$ cat config.mk
export PLATFORM = sky130hd
export DESIGN_NAME = fltw_csr
export DESIGN_NICKNAME = d
export VERILOG_FILES = /design/src/hw/rtl/fltw_pkg.sv /design/src/hw/rtl/fltw_csr.sv
export SDC_FILE = /design/constraint.sdc
export NUM_CORES = 1
export LEC_CHECK = 0
export BUFFER_PORTS_ARGS = -buffer_cell sky130_fd_sc_hd__buf_2
export CORE_MARGIN = 2
export CORE_UTILIZATION = 41
export CTS_CLUSTER_SIZE = 12
export DETAILED_ROUTE_END_ITERATION = 12
export PLACE_DENSITY = 0.77
export SLEW_MARGIN = 30
export SYNTH_ARGS = -nofsm -noshare
export SYNTH_HDL_FRONTEND = slang
export SYNTH_SLANG_ARGS = --single-unit
export TNS_END_PERCENT = 50
$ cat constraint.sdc
create_clock -name clock -period 0.87 [get_ports clock]
set_input_delay 0.0435 -clock clock [delete_from_list [all_inputs] [get_ports clock]]
set_output_delay 0.0435 -clock clock [all_outputs]
set_load 0.01 [all_outputs]
$ cat src/hw/rtl/fltw_pkg.sv
// Shared constants and types for the four-level page table walker.
// Depends on nothing; used by the configuration block, the RAM users and the top level.
`default_nettype none

package fltw_pkg;

   // field widths
   localparam int unsigned VPAGE_W = 36;
   localparam int unsigned FRAME_W = 40;
   localparam int unsigned FLAG_W  = 12;
   localparam int unsigned ROOT_W  = 6;
   localparam int unsigned INDEX_W = 9;
   // stored table entry: frame above the twelve flag bits
   localparam int unsigned ENTRY_W = FRAME_W + FLAG_W;

   // default number of table frames
   localparam int unsigned TABLE_PAGES_DEF = 64;

   // configuration port
   localparam int unsigned CSR_AW = 4;
   localparam int unsigned CSR_DW = 64;
   localparam logic REG_ROOT_FRAME = 1'b0;
   localparam logic REG_TABLE_BASE = 1'b1;

   // result status codes
   localparam logic [1:0] ST_OK       = 2'd0;
   localparam logic [1:0] ST_ABSENT   = 2'd1;
   localparam logic [1:0] ST_NO_FRAME = 2'd2;
   localparam logic [1:0] ST_BAD_PTR  = 2'd3;

   // item kinds
   localparam logic KIND_TRANSLATE = 1'b0;
   localparam logic KIND_MAP       = 1'b1;

   // configuration seen by the walker
   typedef struct packed {
      logic [ROOT_W-1:0]  root_frame;
      logic [FRAME_W-1:0] table_base_frame;
   } cfg_type;

endpackage

`default_nettype wire

$ cat src/hw/rtl/fltw_csr.sv
// Configuration registers (root frame, table base frame) behind an APB-style port.
// Depends on fltw_pkg.
`default_nettype none

module fltw_csr (
   input  wire logic                        clock,
   input  wire logic                        reset,
   input  wire logic                        csr_psel,
   input  wire logic                        csr_penable,
   input  wire logic                        csr_pwrite,
   input  wire logic [fltw_pkg::CSR_AW-1:0] csr_paddr,
   input  wire logic [fltw_pkg::CSR_DW-1:0] csr_pwdata,
   output logic      [fltw_pkg::CSR_DW-1:0] csr_prdata,
   output logic                             csr_pready,
   output fltw_pkg::cfg_type                cfg
);

   logic [fltw_pkg::ROOT_W-1:0]  root_ff;
   logic [fltw_pkg::ROOT_W-1:0]  root_in;
   logic [fltw_pkg::FRAME_W-1:0] base_ff;
   logic [fltw_pkg::FRAME_W-1:0] base_in;
   logic                         wr_en;
   logic                         reg_sel;

   assign csr_pready = 1'b1;
   assign wr_en      = csr_psel && csr_penable && csr_pwrite && csr_pready;
   // registers sit 8 bytes apart
   assign reg_sel    = csr_paddr[3];

   // register write decode
   always_comb begin
      root_in = root_ff;
      base_in = base_ff;
      if (wr_en) begin
         case (reg_sel)
            fltw_pkg::REG_ROOT_FRAME: root_in = csr_pwdata[fltw_pkg::ROOT_W-1:0];
            fltw_pkg::REG_TABLE_BASE: base_in = csr_pwdata[fltw_pkg::FRAME_W-1:0];
            default: ;
         endcase
      end
   end

   always_ff @(posedge clock) begin
      if (reset) begin
         root_ff <= '0;
         base_ff <= '0;
      end else begin
         root_ff <= root_in;
         base_ff <= base_in;
      end
   end

   // read back
   always_comb begin
      case (reg_sel)
         fltw_pkg::REG_ROOT_FRAME:
            csr_prdata = fltw_pkg::CSR_DW'(root_ff);
         fltw_pkg::REG_TABLE_BASE:
            csr_prdata = fltw_pkg::CSR_DW'(base_ff);
         default:
            csr_prdata = '0;
      endcase
   end

   assign cfg.root_frame       = root_ff;
   assign cfg.table_base_frame = base_ff;

endmodule

`default_nettype wire

==> results of run 1 <==
-- registers in the layout (all words and copies together), names as in the netlist --
| register | cells |
|---|---|
| base_ff | 40 |
| root_ff | 6 |
-- where the power goes --
part	total, mW	internal, mW	leakage, nW	switching (mW)
clock network	1.54	0.860	0.0524	0.676
logic	0.770	0.435	1.51	0.336
registers	2.19	2.16	0.395	0.0336
total	4.50	3.45	1.96	1.05
-- metrics by stage --
stage	TNS [ns]	instance area [um2]	std cells	util, %
2_1_floorplan	0	2650	288	-
3_3_place_gp	-2.05	3190	461	53.3
3_5_place_dp	-3.18	3190	461	53.3
4_1_cts	-3.56	3810	503	63.5
5_1_grt	-5.32	4030	510	67.3
6_report	-3.06	4030	510	67.3
-- logic make-up (layout without fill, tap and decap cells) --
family,after synthesis,in the layout,share of synthesized area (%)
simple gates,122,122,30.2
mux,52,52,20.6
flops,46,46,36.0
buf+inv,43,190,12.9
other cells,2,25,0.293
-- final timing paths --
| kind | to | cells past startpoint | slack, ns | startpoint |
|---|---|---|---|---|
| setup / recovery | csr_prdata[5] | 2 | -0.21 | root_ff[5] |
| hold / removal | base_ff[29] | 3 | 0.01 | csr_pwdata[29] |
| setup reg to reg | base_ff[21] | 4 | 0.05 | base_ff[21] |
| hold reg to reg | base_ff[12] | 2 | 0.47 | base_ff[12] |
-- worst min-delay path: cells and delay by family --
family,cells,cell delay [ns]
buffers and inverters,1,0.10
AND/OR/NAND/NOR,1,0.06
multiplexers,1,0.06
-- synthesized netlist by cell type, drive strengths merged --
library cell	number
nand4b	1
clkbuf	11
nand2b	86
and2	34
mux2i	46
buf	32
mux2	6
and4	1
conb	2
dfxtp	46
-- layout make-up --
type | count | area [um2]
well taps | 75 | 93.8
clock buffers | 7 | 76.3
clock inverters | 1 | 30.0
flip-flops and latches | 46 | 978
fillers | 466 | 1960
multi-input cells | 199 | 1460
repair buffers | 182 | 1400
-- timing repair --
action,CTS,global route
hold buffers,21,2
gates cloned,0,0
buffers inserted,13,5
endpoints found under the hold margin,21,2
resized for setup,71,41
endpoints found under the setup margin,42,52
-- layer usage --
| layer | up-vias | wire length [um] | GRT usage, % |
|---|---|---|---|
| met2 | 93 | 3530 | 30.9 |
| met1 | 1042 | 2630 | 20.3 |
| li1 | 1126 | - | - |
| met4 | 0 | 51 | 4.17 |
| met3 | 6 | 407 | 4.57 |
| met5 | - | 0 | 0 |
==> impl_metrics.yaml, run 1 <==
die:
  dieArea_um2: 6890
  core_um2: 5990
  fp.dieW_um: 83.0
  start_util_pct: 42.8
  rows: 28
  io_pins: 184
  chipHeight_um: 83.0
critical_path:
  critical-path-top-delay-family: "flip-flops"
  cp-end-kind: "output port"
  critPathArrivalTime_ns: 1.04
  crit_type: "reg2out"
  crit_path_start_kind: "register"
  required_ns: 0.83
  slowest_delay_ns: 0.34
  crit_chain: "mux2_4 > buf_6"
  cp_slowest_cell: "dfxtp_2"
  critPathMaxFanout: 2
  crit_buf_inv: 1
placed_design:
  io_buffers: 131
  dp_slack_ns: -0.107
  dp_hpwl_um: 4010
  gp_congestion: 0.734
outcome:
  violations: "setup timing"
  outcome: "finished, violations left"
power:
  power.leakage_nw: 1.96
  p_per_area_nw_per_um2: 1120
  ir_drop_uv: 692
  p_total_mw: 4.50
detailed_routing:
  wl_per_cell_um: 13.0
  via_count: 2267
  first_pass_iters: 4
  viasPerCell: 4.45
  drt_iter0_drc: 52
  route.detailed.drc: 0
  drt.antenna.violating_nets: 0
  wl_um: 6620
grt:
  grt_pass1_vias: 2141
  antenna_found_initial: 0
  grt_max_degree: 47
  grt_pass1_wl_um: 9970
  grt-ovfl-total: 0
  groute.usage.overall_pct: 17.2
cts:
  clock-root-buffer: "clkbuf_8"
  clk_latency_ns: 0.29
  cts.path.max_buffers: 2
  clkTransAtPathRegs_ns: 0.09
  clock-sinks: 46
  htreeDepth: 2
  cts_buffers: 5
  cts_tree: "yes"
job:
  maxCapViolations: 0
synth:
  ys_seq_elements: 46
  yosys_warnings: 0
  ys_top_cells_by_area: "dfxtp_1 (36%), nand2b_1 (21%), mux2i_1 (18%), and2_1 (8.3%), buf_4 (7.3%)"
  syn_inst: 265
  synth_area_leader_cell: "dfxtp_1"
  synth_top_area_share_pct: 36.0
  avgSynthCellArea_um2: 9.66
  synth_cell_types: 13
  ys_seq_area_share_pct: 36.0
  synthesis.area_um2: 2560
layout:
  final_nets: 507
  antenna_cells: 0
  syn_to_final_growth_pct: 57.5
  final_common_cell: "buf_2"
  final_cell_mix: "buf_2 (99), nand2b_1 (86), mux2i_1 (46), dfxtp_2 (46), buf_6 (46)"
  drive_gt1_share_pct: 53.6
worst_hold_path:
  worstHoldPathType: "in2reg"
timing:
  final-max-slew-violation-count: 0
  grt_setup_unrepaired: "true"
  min_period_over_period_pct: 124
  fin_worst_skew_ns: 0
  timing.fmax_mhz: 926
  period_needed_ns: 1.08
  whs_ns: 0.0103
  finalHoldViolCount: 0
  finalWorstSetupSlack_ns: -0.209
  setup_viol: 52
(Power assumes the default switching activity.)
==> inputs of run 2 (changes only) <==
Settings changed: BUFFER_PORTS_ARGS -buffer_cell sky130_fd_sc_hd__buf_2 to default, CORE_UTILIZATION 41 to 50, DONT_BUFFER_PORTS from default to 1, PLACE_DENSITY 0.77 to 0.61.
==> impl_metrics.yaml, run 2 (synthesis results as in run 1) <==
cts:
  cts_buffers: 5
  htreeDepth: 2
  cts.path.max_buffers: 2
  clock-sinks: 46
  post-cts-setup-buffers: 0
  cts_tree: "yes"
  clkTransAtPathRegs_ns: 0.08
  clock-root-buffer: "clkbuf_8"
  clk_latency_ns: 0.29
timing:
  final-max-slew-violation-count: 0
  grt_setup_unrepaired: "true"
  timing.fmax_mhz: 1010
  min_period_over_period_pct: 114
  period_needed_ns: 0.991
  setup_viol: 7
  whs_ns: -0.0890
  fin_worst_skew_ns: 0
  finalWorstSetupSlack_ns: -0.121
  finalHoldViolCount: 46
critical_path:
  crit_type: "reg2out"
  critical-path-top-delay-family: "flip-flops"
  cp_slowest_cell: "dfxtp_4"
  rr_startpoint: "base_ff[1]"
  required_ns: 0.83
  crit_buf_inv: 0
  crit_path_start_kind: "register"
  startpoint: "root_ff[0]"
  rrSetupSlack_ns: 0.21
  cp-end-kind: "output port"
  r2r-end: "base_ff[1]"
  slowest_delay_ns: 0.37
  r2r_cells: 2
  critPathMaxFanout: 3
  crit_chain: "mux2_4"
  critPathArrivalTime_ns: 0.95
worst_hold_path:
  hp-start: "reset"
  worstHoldEndpoint: "base_ff[21]"
  holdPathStages: 2
  worstHoldPathType: "in2reg"
layout:
  syn_to_final_growth_pct: 24.2
  largest_register_ff_count: 40
  largest_register: "base_ff"
  largestRegisters: "base_ff: 40 flops, root_ff: 6 flops"
  drive_gt1_share_pct: 33.0
  finalNonFillerCells: 364
  final_nets: 366
  antenna_cells: 0
  fillerInstances: 443
  final_common_cell: "nand2b_1"
  final_cell_mix: "nand2b_1 (86), mux2i_1 (46), dfxtp_4 (40), dlygate4sd3_1 (39), and2_4 (34)"
  stdcell_area_um2: 3180
detailed_routing:
  routed-wl-met3_um: 483
  wl_met2_um: 2340
  via_count: 1717
  first_pass_iters: 4
  wl_per_cell_um: 13.6
  wl_um: 4930
  topRoutingLayerUsed: "met4"
  drt_iter0_drc: 52
  route.detailed.drc: 0
  viasPerCell: 4.72
  wirelength_met1_um: 2060
  drt.antenna.violating_nets: 0
power:
  power.leakage_nw: 1.23
  p_per_area_nw_per_um2: 1220
  clock_power_share_pct: 33.7
  ir_drop_uv: 685
  swShare_pct: 23.1
  comb_power_share_pct: 11.6
  power_switching_uw: 898
  p_int_mw: 2.98
  pwr-share-seq_pct: 54.7
die:
  rows: 26
  start_util_pct: 51.1
  io_pins: 184
  dieArea_um2: 5710
  fp.dieW_um: 75.6
  core_um2: 5010
  chipHeight_um: 75.6
outcome:
  violations: "hold timing, setup timing"
  outcome: "finished, violations left"
grt:
  grt_max_degree: 87
  groute.usage.overall_pct: 16.3
  antenna_found_initial: 0
  grt_pass1_wl_um: 7060
  grt_pass1_vias: 1609
  grt-ovfl-total: 0
placed_design:
  dp_cells: 317
  place_area_um2: 2430
  dp_hpwl_um: 3010
  io_buffers: 0
  gp_congestion: 0.667
job:
  maxCapViolations: 0
==> run 2: changes by cell type in the layout (fill, tap and decap cells not counted) <==
cell,previous run,this run
and2_1,20,0
and2_4,14,34
buf_12,4,1
buf_2,99,0
buf_4,10,1
buf_6,46,0
bufinv_16,1,0
clkbuf_1,2,1
clkbuf_8,5,6
clkinv_2,0,1
dfxtp_2,46,6
dfxtp_4,0,40
dlygate4sd3_1,23,39
==> run 2: how the worst max path moves through the flow <==
stage | end | slack [ns] | cells past startpoint
floorplan | base_ff[0] | 0.13 | 4
global placement | base_ff[32] | 0.05 | 3
detailed placement | base_ff[27] | 0.03 | 3
CTS | csr_prdata[5] | -0.13 | 1
global route | csr_prdata[4] | -0.16 | 1
finish | csr_prdata[0] | -0.12 | 1
==> run 2: timing repair <==
item,4_1_cts,5_1_grt
resized for setup,105,21
endpoints found under the setup margin,40,40
hold endpoints to repair,46,46
hold buffers,38,1
==> run 2: cell type report <==
| type | instances | area (um2) | area share, % |
|---|---|---|---|
| timing repair buffer | 41 | 418 | 13.1 |
| clock inverter | 1 | 5.00 | 0.157 |
| tap | 70 | 87.6 | 2.75 |
| sequential | 46 | 1080 | 33.9 |
| multi-input combinational | 199 | 1510 | 47.3 |
| clock buffer | 7 | 86.3 | 2.71 |
==> run 2: power groups by stage <==
stage,Clock (mW),Combinational (mW),Sequential (mW)
2_1_floorplan,0,0.418,2.25
3_3_place_gp,0,0.288,2.26
3_5_place_dp,0,0.290,2.26
4_1_cts,1.37,0.447,2.17
5_1_grt,1.45,0.498,2.13
6_report,1.31,0.452,2.12
==> run 2: layer usage <==
| metal | vias to the layer above | GRT usage [%] |
|---|---|---|
| met5 | - | 0 |
| met4 | 0 | 5.46 |
| met3 | 6 | 6.75 |
| met2 | 93 | 27.2 |
| met1 | 772 | 18.9 |
| li1 | 846 | - |
==> run 2: per-stage QoR <==
stage / setup WS [ns] / total power [mW] / util (%) / TNS, ns
floorplan: 0.134 / 2.67 / - / 0
detailed placement: 0.0315 / 2.55 / 48.6 / 0
finish: -0.121 / 3.88 / 63.5 / -0.681
global route: -0.157 / 4.08 / 63.5 / -1.72
CTS: -0.132 / 3.99 / 62.2 / -1.01
global placement: 0.0458 / 2.55 / 48.6 / 0
==> inputs of run 3 (changes only) <==
Settings changed: PLACE_DENSITY 0.61 to 0.68.
==> impl_metrics.yaml, run 3 (synthesis results as in run 1) <==
grt:
  antenna_found_initial: 0
  groute.usage.overall_pct: 17.5
  grt-ovfl-total: 0
  grt_max_degree: 87
  grt_pass1_vias: 1598
  grt_pass1_wl_um: 7370
power:
  ir_drop_uv: 662
  swShare_pct: 23.6
  power_switching_uw: 926
  pwr-share-seq_pct: 54.3
  comb_power_share_pct: 11.9
  clock_power_share_pct: 33.8
  p_int_mw: 3.01
  power.leakage_nw: 1.24
  p_per_area_nw_per_um2: 1220
outcome:
  outcome: "finished, violations left"
  violations: "hold timing, setup timing"
job:
  maxCapViolations: 0
detailed_routing:
  drt.antenna.violating_nets: 0
  drt_iter0_drc: 40
  via_count: 1764
  wl_per_cell_um: 14.6
  route.detailed.drc: 0
  viasPerCell: 4.82
  wl_um: 5340
  first_pass_iters: 4
layout:
  fillerInstances: 419
  antenna_cells: 0
  final_cell_mix: "nand2b_1 (86), mux2i_1 (46), dlygate4sd3_1 (40), dfxtp_4 (35), and2_4 (34)"
  largest_register_ff_count: 40
  final_common_cell: "nand2b_1"
  syn_to_final_growth_pct: 25.4
  final_nets: 368
  stdcell_area_um2: 3210
  finalNonFillerCells: 366
  largestRegisters: "base_ff: 40 flops, root_ff: 6 flops"
  largest_register: "base_ff"
  drive_gt1_share_pct: 33.1
critical_path:
  critPathArrivalTime_ns: 0.94
  critical-path-top-delay-family: "flip-flops"
  crit_chain: "mux2_4"
  critPathMaxFanout: 3
  crit_type: "reg2out"
  cp-end-kind: "output port"
  required_ns: 0.83
  crit_buf_inv: 0
  crit_path_start_kind: "register"
  slowest_delay_ns: 0.37
  cp_slowest_cell: "dfxtp_4"
placed_design:
  dp_hpwl_um: 3060
  dp_cells: 318
  io_buffers: 0
  place_area_um2: 2470
  gp_congestion: 0.676
  dp_slack_ns: -0.0157
timing:
  whs_ns: -0.0884
  grt_setup_unrepaired: "true"
  final-max-slew-violation-count: 0
  finalHoldViolCount: 46
  setup_viol: 7
  period_needed_ns: 0.986
  fin_worst_skew_ns: 0
  min_period_over_period_pct: 113
  timing.fmax_mhz: 1010
  finalWorstSetupSlack_ns: -0.116
die:
  chipHeight_um: 75.6
  core_um2: 5010
  rows: 26
  start_util_pct: 51.1
  dieArea_um2: 5710
  io_pins: 184
  fp.dieW_um: 75.6
cts:
  clock-sinks: 46
  clkTransAtPathRegs_ns: 0.08
  cts.path.max_buffers: 2
  clock-root-buffer: "clkbuf_8"
  cts_tree: "yes"
  htreeDepth: 2
  cts_buffers: 5
  post-cts-setup-buffers: 0
  clk_latency_ns: 0.29
worst_hold_path:
  worstHoldPathType: "in2reg"
## run 3: changes by cell type in the layout (fill, tap and decap cells not counted)
cell           change
buf_12             +2
buf_4              -1
dfxtp_2            +5
dfxtp_4            -5
dlygate4sd3_1      +1
## run 3: layout make-up
type,count,area [um2],area share [%]
Tap cell,70,87.6,2.73
Multi-Input combinational cell,199,1510,46.9
Sequential cell,46,1070,33.2
Clock buffer,7,86.3,2.69
Clock inverter,1,5.00,0.156
Timing Repair Buffer,43,460,14.3
## run 3: per-layer routing
| metal | up-vias | share of wire [%] | track usage [%] |
|---|---|---|---|
| met5 | - | 0 | 0 |
| li1 | 846 | - | - |
| met1 | 817 | 40 | 19.7 |
| met4 | 0 | 1.4 | 8.19 |
| met3 | 7 | 8.2 | 4.89 |
| met2 | 94 | 50 | 30.5 |
## run 3: worst paths after layout
kind	start	end	slack (ns)	cells past startpoint
max	base_ff[1]	csr_prdata[1]	-0.12	1
max reg2reg	base_ff[1]	base_ff[1]	0.20	2
min reg2reg	base_ff[33]	base_ff[33]	0.51	2
min	reset	base_ff[24]	-0.09	2
## run 3: stage by stage
| step | setup TNS (ns) | power, mW | utilization (%) |
|---|---|---|---|
| 2_1_floorplan | 0 | 2.67 | - |
| 3_3_place_gp | 0 | 2.56 | 49.2 |
| 3_5_place_dp | -0.0157 | 2.56 | 49.2 |
| 4_1_cts | -1.01 | 4.02 | 63.1 |
| 5_1_grt | -1.68 | 4.12 | 64.1 |
| 6_report | -0.673 | 3.93 | 64.1 |
## run 3: power by group through the flow
| stage | Combinational [mW] | Sequential, mW | Clock (mW) |
|---|---|---|---|
| finish | 0.468 | 2.14 | 1.33 |
| global route | 0.512 | 2.14 | 1.46 |
| CTS | 0.458 | 2.17 | 1.38 |
| detailed placement | 0.299 | 2.26 | 0 |
| global placement | 0.296 | 2.26 | 0 |
| floorplan | 0.418 | 2.25 | 0 |
## run 3: what timing repair did
action                     CTS  global route
setup endpoints to repair   40            40
hold buffers                39             1
hold endpoints to repair    46            46
resized for setup          105            16
